===== config.mk =====
export PLATFORM = sky130hd
export DESIGN_NAME = opl_ctrl
export DESIGN_NICKNAME = d
export VERILOG_FILES = /design/src/opl_pkg.sv /design/src/opl_ctrl.sv
export SDC_FILE = /design/constraint.sdc
export NUM_CORES = 1
export LEC_CHECK = 0
export ABC_CLOCK_PERIOD_IN_PS = 1300
export BUFFER_PORTS_ARGS = -buffer_cell sky130_fd_sc_hd__clkbuf_2
export CAP_MARGIN = 10
export CORE_AREA = 8 8 45 47
export DETAILED_ROUTE_END_ITERATION = 10
export DIE_AREA = 0 0 53 55
export PLACE_DENSITY = 0.58
export SLEW_MARGIN = 30
export SYNTH_ARGS = -nofsm -noshare
export SYNTH_HDL_FRONTEND = slang
export SYNTH_SLANG_ARGS = --single-unit

===== constraint.sdc =====
create_clock -name clk -period 1.3 [get_ports clk]
set_input_delay 0 -clock clk [delete_from_list [all_inputs] [get_ports clk]]
set_output_delay 0 -clock clk [all_outputs]
set_load 0.01 [all_outputs]

===== src/opl_pkg.sv =====
// opl_pkg: types and constants of the paragraph line breaker
// depends on nothing; used by every module of the block but opl_ram
`default_nettype none
package opl_pkg;

    localparam int LEN_W      = 10;
    localparam int SPACE_W    = 8;
    localparam int FLAG_W     = 4;
    localparam int INDENT_W   = 8;
    localparam int LINE_W     = 12;
    localparam int CFG_W      = 10;
    localparam int COST_W     = 64;
    localparam int OUT_START_W = 6;
    localparam int DIFF_W     = 14;
    localparam int SQ_W       = 27;
    localparam int SCL_W      = 34;
    localparam int TSUM_W     = 36;
    localparam int FX_W       = 21;
    localparam int DIV_W      = 16;
    localparam int DVS_W      = 11;

    // flag bits in the flag store
    localparam int FL_PAREN  = 0;
    localparam int FL_PERIOD = 1;
    localparam int FL_PUNCT  = 2;
    localparam int FL_FINAL  = 3;
    localparam logic [FLAG_W-1:0] FL_END_MARKS = 4'b1010;

    localparam logic CFG_MAX_WIDTH    = 1'b0;
    localparam logic CFG_TARGET_WIDTH = 1'b1;
    localparam logic [CFG_W-1:0] MAX_WIDTH_RESET    = 10'd75;
    localparam logic [CFG_W-1:0] TARGET_WIDTH_RESET = 10'd70;

    localparam logic signed [FX_W-1:0] FX_LINE       = 21'sd4900;
    localparam logic signed [FX_W-1:0] FX_SENT_END   = -21'sd2500;
    localparam logic signed [FX_W-1:0] FX_NO_BREAK   = 21'sd360000;
    localparam logic signed [FX_W-1:0] FX_PUNCT      = -21'sd1600;
    localparam logic signed [FX_W-1:0] FX_PAREN      = -21'sd1600;
    localparam logic [DIV_W-1:0] ORPHAN_NUM = 16'd40000;
    localparam logic [DIV_W-1:0] WIDOW_NUM  = 16'd22500;

    localparam logic signed [COST_W-1:0] COST_MAX = {1'b0, {(COST_W-1){1'b1}}};

    typedef enum logic [4:0] {
        ST_IDLE, ST_INIT, ST_F0, ST_F1, ST_F2, ST_F3,
        ST_DA_GO, ST_DA_W, ST_DB_GO, ST_DB_W, ST_FIX,
        ST_RD, ST_SQ, ST_SCL, ST_SUM, ST_ADD, ST_NEXT, ST_WB,
        ST_E_RD, ST_E_CAP, ST_E_LOAD
    } state_t;

    typedef enum logic [4:0] {
        OP_NONE, OP_INIT, OP_F0, OP_F1, OP_F2, OP_F3,
        OP_DA_GO, OP_DA_W, OP_DB_GO, OP_DB_W, OP_FIX,
        OP_RD, OP_SQ, OP_SCL, OP_SUM, OP_ADD, OP_NEXT, OP_WB,
        OP_E_RD, OP_E_CAP, OP_E_LOAD
    } op_t;

    typedef struct packed {
        logic take;
        op_t  op;
    } dp_cmd_t;

    typedef struct packed {
        logic div_done;
        logic cont;
        logic s_zero;
        logic e_done;
        logic slot_free;
    } dp_stat_t;

endpackage
`default_nettype wire


===== src/opl_ctrl.sv =====
// opl_ctrl: sequencer for loading, the backward cost search and line output
// depends on opl_pkg
`default_nettype none
module opl_ctrl (
    input  wire logic              clk,
    input  wire logic              rst_n,
    input  wire logic              in_valid,
    input  wire logic              last_word,
    input  wire opl_pkg::dp_stat_t stat,
    output opl_pkg::dp_cmd_t       cmd,
    output logic                   in_stall
);
    import opl_pkg::*;

    state_t state_reg, state_next;

    always_comb
    begin
        state_next = state_reg;
        unique case (state_reg)
            ST_IDLE:   if (in_valid && last_word) state_next = ST_INIT;
            ST_INIT:   state_next = ST_F0;
            ST_F0:     state_next = ST_F1;
            ST_F1:     state_next = ST_F2;
            ST_F2:     state_next = ST_F3;
            ST_F3:     state_next = ST_DA_GO;
            ST_DA_GO:  state_next = ST_DA_W;
            ST_DA_W:   if (stat.div_done) state_next = ST_DB_GO;
            ST_DB_GO:  state_next = ST_DB_W;
            ST_DB_W:   if (stat.div_done) state_next = ST_FIX;
            ST_FIX:    state_next = ST_RD;
            ST_RD:     state_next = ST_SQ;
            ST_SQ:     state_next = ST_SCL;
            ST_SCL:    state_next = ST_SUM;
            ST_SUM:    state_next = ST_ADD;
            ST_ADD:    state_next = ST_NEXT;
            ST_NEXT:   state_next = stat.cont ? ST_RD : ST_WB;
            ST_WB:     state_next = stat.s_zero ? ST_E_RD : ST_F0;
            ST_E_RD:   state_next = ST_E_CAP;
            ST_E_CAP:  state_next = ST_E_LOAD;
            ST_E_LOAD: if (stat.slot_free) state_next = stat.e_done ? ST_IDLE : ST_E_RD;
            default:   state_next = ST_IDLE;
        endcase
    end

    always_comb
    begin
        cmd.take = 1'b0;
        cmd.op   = OP_NONE;
        in_stall = 1'b1;
        unique case (state_reg)
            ST_IDLE:
            begin
                in_stall = 1'b0;
                cmd.take = in_valid;
            end
            ST_INIT:   cmd.op = OP_INIT;
            ST_F0:     cmd.op = OP_F0;
            ST_F1:     cmd.op = OP_F1;
            ST_F2:     cmd.op = OP_F2;
            ST_F3:     cmd.op = OP_F3;
            ST_DA_GO:  cmd.op = OP_DA_GO;
            ST_DA_W:   cmd.op = OP_DA_W;
            ST_DB_GO:  cmd.op = OP_DB_GO;
            ST_DB_W:   cmd.op = OP_DB_W;
            ST_FIX:    cmd.op = OP_FIX;
            ST_RD:     cmd.op = OP_RD;
            ST_SQ:     cmd.op = OP_SQ;
            ST_SCL:    cmd.op = OP_SCL;
            ST_SUM:    cmd.op = OP_SUM;
            ST_ADD:    cmd.op = OP_ADD;
            ST_NEXT:   cmd.op = OP_NEXT;
            ST_WB:     cmd.op = OP_WB;
            ST_E_RD:   cmd.op = OP_E_RD;
            ST_E_CAP:  cmd.op = OP_E_CAP;
            ST_E_LOAD: cmd.op = OP_E_LOAD;
            default:   cmd.op = OP_NONE;
        endcase
    end

    always_ff @(posedge clk or negedge rst_n)
    begin
        if (!rst_n)
        begin
            state_reg <= ST_IDLE;
        end
        else
        begin
            state_reg <= state_next;
        end
    end

    a_div_wait_has_no_take: assert property (@(posedge clk) disable iff (!rst_n)
        (state_reg == ST_DA_W || state_reg == ST_DB_W) |-> !cmd.take)
        else $error("word taken during divide");
    a_stall_outside_idle: assert property (@(posedge clk) disable iff (!rst_n)
        (state_reg != ST_IDLE) |-> in_stall)
        else $error("input open while busy");
    a_last_starts_solve: assert property (@(posedge clk) disable iff (!rst_n)
        (cmd.take && last_word) |=> (state_reg == ST_INIT))
        else $error("last word did not start the search");
endmodule
`default_nettype wire


==> flow_metrics.env, run 1 <==
export IMPL_tightest_slew_ns=0.265
export IMPL_regArea_um2=130
export IMPL_hold_viol_final=0
export IMPL_n_antenna_cell=0
export IMPL_crit_path_frequent_cell="buf_6"
export IMPL_ys_types=31
export IMPL_syn_area_per_cell_um2=7.53
export IMPL_met3_length_um=60
export IMPL_rows=14
export IMPL_io_pins=16
export IMPL_cts_htree_levels=1
export IMPL_first_global_vias=604
export IMPL_avgRoutedWirePerCell_um=13.6
export IMPL_finalPower_w=0.00229
export IMPL_worstPathMaxFanout=6
export IMPL_dpl_worst_slack_ns=-0.0846
export IMPL_die_x_um=53
export IMPL_regToRegSetupSlack_ns=-0.10
export IMPL_cts_tree="built"
export IMPL_status="finished with violations"
export IMPL_power_density_mw_per_mm2=2660
export IMPL_period_share_pct=108
export IMPL_drt_initial_drc_count=11
export IMPL_cap_violations=0
export IMPL_slowest_stage="dfrtp_2"
export IMPL_synth_top_family_by_area="simple AND/OR/NAND/NOR gates"
export IMPL_io_buffers=15
export IMPL_hold_class="input pin to flop"
export IMPL_detail_route_antenna_nets=0
export IMPL_stdcell_area_um2=861
export IMPL_final_util_pct=62.2
export IMPL_dr_wl_met2_um=821
export IMPL_ff2ff_path_depth=4
export IMPL_ir_worst_vdd_uv=1250
export IMPL_finalSetupViolCount=8
export IMPL_wl_met1_um=712
export IMPL_drt_total_wl_um=1590
export IMPL_top_layer_used="met3"
export IMPL_die_h_um=55
export IMPL_leakage_nw=0.423
export IMPL_gp_congestion=0.782
export IMPL_vias_per_cell=5.35
export IMPL_critPathLaunchType="flop"
export IMPL_grt_usage_pct=11.5
export IMPL_path_class="flop to output pin"
export IMPL_cp_cell_sequence="buf_6 -> nor3_4 -> buf_6 -> and3_1 -> buf_2"
export IMPL_rsz0062_at_grt="true"
export IMPL_required_ns=1.30
export IMPL_start_util_pct=34.3
export IMPL_setup_worst_path_start="state_reg[3]$_DFFE_PN0P_"
export IMPL_syn_instance_count=63
export IMPL_synthMuxAreaShare_pct=0
export IMPL_cts_root_buffer_cell="clkbuf_4"
export IMPL_synthXorXnorAreaFrac_pct=0
export IMPL_path_clk_slew_ns=0.05
export IMPL_fill_cells=121
export IMPL_synth_compound_area_share_pct=29.3
export IMPL_grt_max_degree=12
export IMPL_antenna_found_initial=0
export IMPL_worstSetupEndpointType="output pin"
export IMPL_syn_to_final_growth_pct=81.5
export IMPL_cts_sinks=5
export IMPL_slew_viol_final=0
export IMPL_synth_adder_area_share_pct=0
export IMPL_dr_pass1_iters=4
export IMPL_max_slew_margin_rel_pct=82.3
export IMPL_grt_pass1_wl_um=2500
export IMPL_placed_area_um2=646
export IMPL_fin_worst_skew_ns=0.00717
export IMPL_synth_fp_nets=72
export IMPL_dp_hpwl_um=1060
export IMPL_core_mm2=0.00138
export IMPL_multi_input_area_um2=360
export IMPL_grt_overflow=0
export IMPL_cp_buffers_inverters=3
export IMPL_drive_above_1_share_pct=56.4
export IMPL_cp_top_family="flip-flops"
export IMPL_nNetsFinal=111
export IMPL_die_area_mm2=0.00292
export IMPL_endpoint="cmd[5]"
export IMPL_cts_buffers=3
export IMPL_largest_register_ff_count=5
export IMPL_violations="setup timing"
export IMPL_yosysSeqAreaShare_pct=26.4
export IMPL_timing_rr_start="state_reg[1]$_DFFE_PN0P_"
export IMPL_yosysWarnings=0
export IMPL_clk_latency_ns=0.25
export IMPL_max_stage_delay_ns=0.45
export IMPL_crit_arrival_ns=1.41
export IMPL_timing_rr_end="state_reg[3]$_DFFE_PN0P_"
export IMPL_ys_ff_latch=5
export IMPL_fin_crit_ns=1.41
export IMPL_cts_buffer_depth=2
export IMPL_worstSetupPathDepth=5
export IMPL_fmax_mhz=711
export IMPL_fin_ws_ns=-0.106
export IMPL_num_vias=626
export IMPL_drcViolationCount=0
export IMPL_yosys_area_share_simple_pct=35.1
export IMPL_syn_area_um2=474
worst min path at each step:
stage	from	to	slack, ns	cells past startpoint
2_1_floorplan	rst_n	state_reg[0]$_DFFE_PN0P_	-0.30	0
3_3_place_gp	rst_n	state_reg[4]$_DFFE_PN0P_	-0.18	1
3_5_place_dp	rst_n	state_reg[2]$_DFFE_PN0P_	-0.18	1
4_1_cts	stat[4]	state_reg[1]$_DFFE_PN0P_	0.05	3
5_1_grt	stat[4]	state_reg[1]$_DFFE_PN0P_	0.07	3
6_report	stat[4]	state_reg[1]$_DFFE_PN0P_	0.04	3
cell families (layout without fill, tap and decap cells):
kind of cell / Yosys count / after routing
DFF: 5 / 5
and+or+nand+nor: 29 / 29
AOI/OAI and AO/OA: 21 / 21
buffers and inverters: 8 / 46
layout make-up:
type / count / area share (%)
inverters: 2 / 0.872
clock buffers: 4 / 3.05
well taps: 16 / 2.33
multi-input cells: 50 / 41.9
flip-flops and latches: 5 / 15.1
repair buffers: 40 / 36.8
routing by layer:
metal	global-route usage, %	vias to the layer above
li1	-	306
met1	12.8	305
met2	19.5	15
met3	3.74	0
met4	5.17	0
met5	0	-
stage by stage:
stage          hold WS [ns]  setup TNS, ns  std cells
6_report             0.0447         -0.534        117
3_5_place_dp         -0.179         -0.267        103
2_1_floorplan        -0.296         -0.132         63
3_3_place_gp         -0.177         -0.312        103
5_1_grt              0.0712          -1.13        117
4_1_cts              0.0450         -0.467        115
tightest hold or removal path, cell delays in order:
cell and delay, ns:
clkbuf_2 0.09, or4_1 0.09, o21ai_0 0.07
synthesized netlist by cell type:
cell	number	share of area, %
and2_1	3	4.0
nor2b_1	1	1.3
buf_6	1	2.4
and3b_1	1	1.8
and4b_1	1	2.1
and2b_1	1	1.6
o22a_1	1	1.8
nor2_1	4	3.2
a211oi_1	2	3.2
and3_1	1	1.3
dfrtp_1	5	26
o21ai_0	3	3.2
inv_1	2	1.6
or3b_1	1	1.8
a22oi_1	1	1.6
a31oi_1	2	2.6
nor3_1	1	1.1
nor3b_1	1	1.6
o22ai_1	2	2.6
or4_1	1	1.6
a21oi_1	3	3.2
o21ai_1	2	2.1
a22o_1	1	1.8
nand2_1	8	6.3
buf_2	5	5.3
nand3b_1	3	4.7
o21a_1	1	1.6
a2bb2oi_1	1	1.8
nand2b_1	1	1.3
nand2_2	1	1.3
a211o_1	2	3.7
power breakdown:
group	switching, W	internal (W)
sequential	0.000145	0.000246
clock	0.0000684	0.000116
combinational	0.000715	0.000999
total	0.000928	0.00136
cells in the final DEF (no fill, tap or decap), types with 2 or more instances in the layout:
cell type  instances
o21ai_0            3
dfrtp_2            4
a31oi_1            2
inv_1              2
buf_4             17
a211o_1            2
nand3b_1           3
o22ai_1            2
nor2_1             3
nand2_1            7
clkbuf_2           9
buf_6             11
clkbuf_4           3
and2_4             2
a21oi_1            3
buf_2              2
repair_timing:
| item | CTS | global route |
|---|---|---|
| pin swaps | 0 | 5 |
| hold buffers | 1 | 0 |
| buffers inserted | 7 | 3 |
| gates resized for setup | 10 | 25 |
| endpoints found under the hold margin | 5 | 0 |
| gates cloned | 0 | 0 |
| endpoints found under the setup margin | 9 | 12 |
(Power assumes the default switching activity.)
==> run 2, diff against run 1 <==
--- a/config.mk
+++ b/config.mk
@@ -11,6 +11,7 @@
 export CORE_AREA = 8 8 45 47
 export DETAILED_ROUTE_END_ITERATION = 10
 export DIE_AREA = 0 0 53 55
+export GPL_TIMING_DRIVEN = 0
 export PLACE_DENSITY = 0.58
 export SLEW_MARGIN = 30
 export SYNTH_ARGS = -nofsm -noshare
==> flow_metrics.env, run 2 (synthesized netlist as in run 1, its figures left out) <==
export IMPL_fin_ws_ns=-0.101
export IMPL_tns_ns=-0.281
export IMPL_fmax_mhz=714
export IMPL_cts_root_buffer_cell="clkbuf_4"
export IMPL_worstPathMaxFanout=6
export IMPL_io_pins=16
export IMPL_finalSetupViolCount=3
export IMPL_leakage_nw=0.337
export IMPL_dr_pass1_iters=4
export IMPL_cts_tree="built"
export IMPL_slew_viol_final=0
export IMPL_final_cells=105
export IMPL_final_cell_mix="clkbuf_2, nand2_1, buf_4"
export IMPL_drt_initial_drc_count=6
export IMPL_core_mm2=0.00138
export IMPL_grt_overflow=0
export IMPL_drcViolationCount=0
export IMPL_cap_violations=0
export IMPL_final_common_cell="clkbuf_2"
export IMPL_required_ns=1.42
export IMPL_final_util_pct=50.4
export IMPL_grt_usage_pct=9.91
export IMPL_num_vias=540
export IMPL_detail_route_antenna_nets=0
export IMPL_grt_max_degree=11
export IMPL_fin_worst_skew_ns=0.00248
export IMPL_status="finished with violations"
export IMPL_largest_register_ff_count=5
export IMPL_path_class="flop to flop"
export IMPL_stdcell_area_um2=697
export IMPL_dp_hpwl_um=970
export IMPL_cts_buffer_depth=2
export IMPL_crit_arrival_ns=1.52
export IMPL_rsz0062_at_grt="true"
export IMPL_die_x_um=53
export IMPL_die_area_mm2=0.00292
export IMPL_grt_pass1_wl_um=2230
export IMPL_ir_worst_vdd_uv=1150
export IMPL_worstSetupEndpointType="flop"
export IMPL_clk_latency_ns=0.24
export IMPL_power_density_mw_per_mm2=2540
export IMPL_period_share_pct=108
export IMPL_fin_crit_ns=1.40
export IMPL_first_global_vias=543
export IMPL_violations="setup timing"
export IMPL_syn_to_final_growth_pct=47.0
export IMPL_hold_class="input pin to flop"
export IMPL_die_h_um=55
export IMPL_dpl_worst_slack_ns=-0.156
export IMPL_vias_per_cell=5.14
export IMPL_cts_htree_levels=1
export IMPL_drive_above_1_share_pct=44.9
export IMPL_io_buffers=15
export IMPL_tightest_slew_ns=0.221
export IMPL_rows=14
export IMPL_path_clk_slew_ns=0.04
export IMPL_dp_cells=94
export IMPL_max_slew_margin_rel_pct=85.1
export IMPL_start_util_pct=34.3
export IMPL_gp_congestion=0.807
export IMPL_antenna_found_initial=0
export IMPL_n_antenna_cell=0
export IMPL_placed_area_um2=569
export IMPL_nNetsFinal=99
export IMPL_avgRoutedWirePerCell_um=13.1
export IMPL_critPathLaunchType="flop"
export IMPL_cts_sinks=5
export IMPL_drt_total_wl_um=1380
export IMPL_hold_viol_final=0
export IMPL_cts_buffers=3
## run 2: cell types whose count changed in the layout (fill, tap and decap cells not counted), sizes merged
cell    change
clkbuf      +6
buf        -18
## run 2: path summary, 6_finish.rpt
kind	from	endpoint	slack, ns	cells after the start
min in group asynchronous	rst_n	state_reg[3]$_DFFE_PN0P_	0.12	2
worst min-delay path	stat[4]	state_reg[1]$_DFFE_PN0P_	0.06	3
worst min register to register	state_reg[0]$_DFFE_PN0P_	state_reg[3]$_DFFE_PN0P_	0.65	2
worst max register to register	state_reg[1]$_DFFE_PN0P_	state_reg[3]$_DFFE_PN0P_	-0.10	4
max in group asynchronous	rst_n	state_reg[2]$_DFFE_PN0P_	1.04	2
worst max-delay path	state_reg[1]$_DFFE_PN0P_	state_reg[3]$_DFFE_PN0P_	-0.10	4
## run 2: critical path: stages, from the launching register on
cell and delay [ns]:
dfrtp_2 0.43, or3b_1 0.38, a211o_1 0.29, nand2_2 0.11, o22ai_2 0.08
## run 2: power breakdown
part	leakage [nW]	internal, W	switching [W]	total (W)
Combinational	0.264	0.000625	0.000630	0.00125
Clock	0.0150	0.000116	0.0000584	0.000174
Sequential	0.0578	0.000245	0.0000955	0.000340
## run 2: cell type report
class / instances / area (um^2)
multi-input cells: 50 / 334
repair buffers: 23 / 138
flip-flops and latches: 5 / 129
clock buffers: 4 / 26.3
plain buffers: 5 / 42.5
inverters: 2 / 7.51
well taps: 16 / 20.0
fillers: 149 / 687
## run 2: per-stage QoR
step / hold WS, ns / total power [W]
floorplan: -0.296 / 0.00106
detailed placement: -0.180 / 0.00134
CTS: 0.0553 / 0.00162
global placement: -0.183 / 0.00134
global route: 0.0872 / 0.00194
finish: 0.0622 / 0.00177
## run 2: per-layer routing
layer | vias to the layer above | share of wire (%) | GRT usage, %
met1 | 252 | 49 | 12.1
li1 | 280 | - | -
met4 | 0 | 0 | 2.59
met2 | 8 | 49 | 16.8
met3 | 0 | 2.0 | 2.67
met5 | - | 0 | 0
## run 2: what timing repair did
| item | CTS | global route |
|---|---|---|
| setup buffers | 2 | 5 |
| pin swaps | 0 | 4 |
| setup endpoints to repair | 11 | 11 |
| endpoints found under the hold margin | 5 | 0 |
| resized for setup | 4 | 17 |
| hold buffers | 1 | 0 |
==> run 3, diff against run 2 <==
--- a/config.mk
+++ b/config.mk
@@ -5,14 +5,15 @@
 export SDC_FILE = /design/constraint.sdc
 export NUM_CORES = 1
 export LEC_CHECK = 0
+export ABC_AREA = 1
 export ABC_CLOCK_PERIOD_IN_PS = 1300
 export BUFFER_PORTS_ARGS = -buffer_cell sky130_fd_sc_hd__clkbuf_2
 export CAP_MARGIN = 10
-export CORE_AREA = 8 8 45 47
+export CORE_MARGIN = 8
+export CORE_UTILIZATION = 44
 export DETAILED_ROUTE_END_ITERATION = 10
-export DIE_AREA = 0 0 53 55
 export GPL_TIMING_DRIVEN = 0
-export PLACE_DENSITY = 0.58
+export PLACE_DENSITY = 0.68
 export SLEW_MARGIN = 30
 export SYNTH_ARGS = -nofsm -noshare
 export SYNTH_HDL_FRONTEND = slang
==> constraint.sdc (replaced) <==
create_clock -name clk -period 1.3 [get_ports clk]
set_input_delay 0 -clock clk [delete_from_list [all_inputs] [get_ports clk]]
set_output_delay 0 -clock clk [all_outputs]
set_load 0.05 [all_outputs]
==> flow_metrics.env, run 3 <==
export IMPL_status="finished with violations"
export IMPL_violations="setup timing"
export IMPL_cts_buffer_depth=2
export IMPL_hold_class="input pin to flop"
export IMPL_syn_instance_count=102
export IMPL_die_h_um=52.1
export IMPL_n_antenna_cell=0
export IMPL_start_util_pct=45.7
export IMPL_antenna_found_initial=0
export IMPL_final_cell_mix="nand2_1, buf_4, nand2_2"
export IMPL_met3_length_um=70
export IMPL_slew_viol_final=0
export IMPL_dr_wl_met2_um=993
export IMPL_vias_per_cell=4.99
export IMPL_cap_violations=0
export IMPL_die_area_mm2=0.00271
export IMPL_tightest_slew_ns=0.203
export IMPL_die_x_um=52.1
export IMPL_synth_top_cells_by_area="dfrtp_1, nand2_1, nor2_1"
export IMPL_final_common_cell="nand2_1"
export IMPL_rsz0062_at_grt="true"
export IMPL_gp_congestion=0.812
export IMPL_power_density_mw_per_mm2=2640
export IMPL_fin_worst_skew_ns=0.00752
export IMPL_synth_top_area_cell="dfrtp_1"
export IMPL_dp_hpwl_um=1160
export IMPL_yosysSeqAreaShare_pct=21.9
export IMPL_critPathLaunchType="flop"
export IMPL_fmax_mhz=680
export IMPL_num_vias=749
export IMPL_grt_max_degree=11
export IMPL_largest_register_ff_count=5
export IMPL_rows=13
export IMPL_cp_cell_sequence="inv_4 -> buf_8 -> nand3_2 -> nand2_2 -> nor2_4 -> o2111ai_2 -> buf_8"
export IMPL_synthFlopType="dfrtp_1"
export IMPL_ir_worst_vdd_uv=1320
export IMPL_multi_input_area_um2=488
export IMPL_drt_initial_drc_count=10
export IMPL_grt_usage_pct=13.4
export IMPL_path_clk_slew_ns=0.05
export IMPL_cts_buffers=3
export IMPL_max_slew_margin_rel_pct=86.4
export IMPL_whs_ns=0.0300
export IMPL_crit_path_frequent_cell="buf_8"
export IMPL_drt_total_wl_um=1950
export IMPL_yosysMostFrequentCell="nand2_1"
export IMPL_final_util_pct=79.3
export IMPL_ys_ff_latch=5
export IMPL_synth_fp_nets=111
export IMPL_syn_area_um2=572
export IMPL_drcViolationCount=0
export IMPL_fin_ws_ns=-0.171
export IMPL_dr_pass1_iters=4
export IMPL_grt_pass1_wl_um=2910
export IMPL_drive_above_1_share_pct=60.7
export IMPL_finalPower_w=0.00262
export IMPL_dpl_worst_slack_ns=-0.101
export IMPL_wl_met1_um=867
export IMPL_worstSetupEndpointType="output pin"
export IMPL_first_global_vias=734
export IMPL_regArea_um2=131
export IMPL_avgRoutedWirePerCell_um=13.0
export IMPL_yosysWarnings=0
export IMPL_nNetsFinal=145
export IMPL_yosys_area_top_type_share_pct=21.9
export IMPL_hold_viol_final=0
export IMPL_syn_area_per_cell_um2=5.61
export IMPL_slowest_stage="dfrtp_2"
export IMPL_synth_edff_count=0
export IMPL_cts_htree_levels=1
export IMPL_cts_tree="built"
export IMPL_max_stage_delay_ns=0.44
export IMPL_cts_root_buffer_cell="clkbuf_4"
export IMPL_period_share_pct=113
export IMPL_top_layer_used="met4"
export IMPL_grt_overflow=0
export IMPL_path_class="flop to output pin"
export IMPL_cts_sinks=5
export IMPL_fin_crit_ns=1.47
export IMPL_fill_cells=89
export IMPL_tns_ns=-0.990
export IMPL_syn_to_final_growth_pct=73.7
export IMPL_clk_latency_ns=0.24
export IMPL_async_flop_share_pct=100
export IMPL_ys_types=16
export IMPL_io_buffers=15
export IMPL_synth_top_cells_by_count="nand2_1, nor2_1, nand3_1, inv_1, inv_2"
export IMPL_core_mm2=0.00125
export IMPL_leakage_nw=0.521
export IMPL_detail_route_antenna_nets=0
export IMPL_required_ns=1.30
export IMPL_finalSetupViolCount=10
export IMPL_io_pins=16
export IMPL_worstPathMaxFanout=8
export IMPL_crit_arrival_ns=1.47
-- run 3: kinds of logic after synthesis --
family / count (synthesis) / synth area share [%]
flops: 5 / 21.9
compound gates: 7 / 7.66
buf+inv: 19 / 13.8
simple gates: 71 / 56.7
-- run 3: repair_timing --
item                                    4_1_cts  5_1_grt
endpoints found under the setup margin       12       12
hold endpoints to repair                      5        0
pin swaps                                     3       11
resized for setup                            33       23
hold buffers                                  1        0
setup buffers                                 4        9
-- run 3: path summary, 6_finish.rpt --
path	depth (start not counted)	startpoint	endpoint	slack, ns
worst max-delay path	7	state_reg[4]$_DFFE_PN0P_	cmd[3]	-0.17
worst min-delay path	4	stat[0]	state_reg[4]$_DFFE_PN0P_	0.03
worst max register to register	9	state_reg[0]$_DFFE_PN0P_	state_reg[1]$_DFFE_PN0P_	-0.11
worst min register to register	3	state_reg[0]$_DFFE_PN0P_	state_reg[0]$_DFFE_PN0P_	0.62
max in group asynchronous	2	rst_n	state_reg[3]$_DFFE_PN0P_	1.03
min in group asynchronous	2	rst_n	state_reg[0]$_DFFE_PN0P_	0.12
-- run 3: area by class of cell --
type                       count  share of cell area, %
inverter                      18                   7.30
sequential                     5                   13.2
buffer                         1                   1.51
multi-input combinational     78                   49.1
tap                           15                   1.89
timing repair buffer          29                   24.3
clock buffer                   4                   2.64
-- run 3: worst max-delay path: cells and delay by family (launching register included) --
kind / cells / cell delay [ns]
buffers and inverters: 3 / 0.38
AND/OR/NAND/NOR: 3 / 0.29
flip-flops: 1 / 0.44
AO/OA/AOI/OAI: 1 / 0.12
-- run 3: layer usage --
layer | vias to the layer above | track usage [%]
li1 | 378 | -
met1 | 355 | 13.8
met2 | 12 | 25.8
met3 | 4 | 3.13
met4 | 0 | 3.54
met5 | - | 0
-- run 3: per-stage QoR --
stage | instance area (um^2) | std cells
after floorplan | 589 | 102
after global placement | 683 | 132
after detailed placement | 683 | 132
after CTS | 857 | 141
after global routing | 993 | 150
final | 993 | 150
-- run 3: report_power, final --
| group | internal (W) | total [W] | leakage, nW | switching (W) |
|---|---|---|---|---|
| registers | 0.000233 | 0.000376 | 0.0572 | 0.000143 |
| clock network | 0.000116 | 0.000172 | 0.0150 | 0.0000564 |
| logic | 0.000795 | 0.00207 | 0.449 | 0.00128 |
| total | 0.00114 | 0.00262 | 0.521 | 0.00148 |
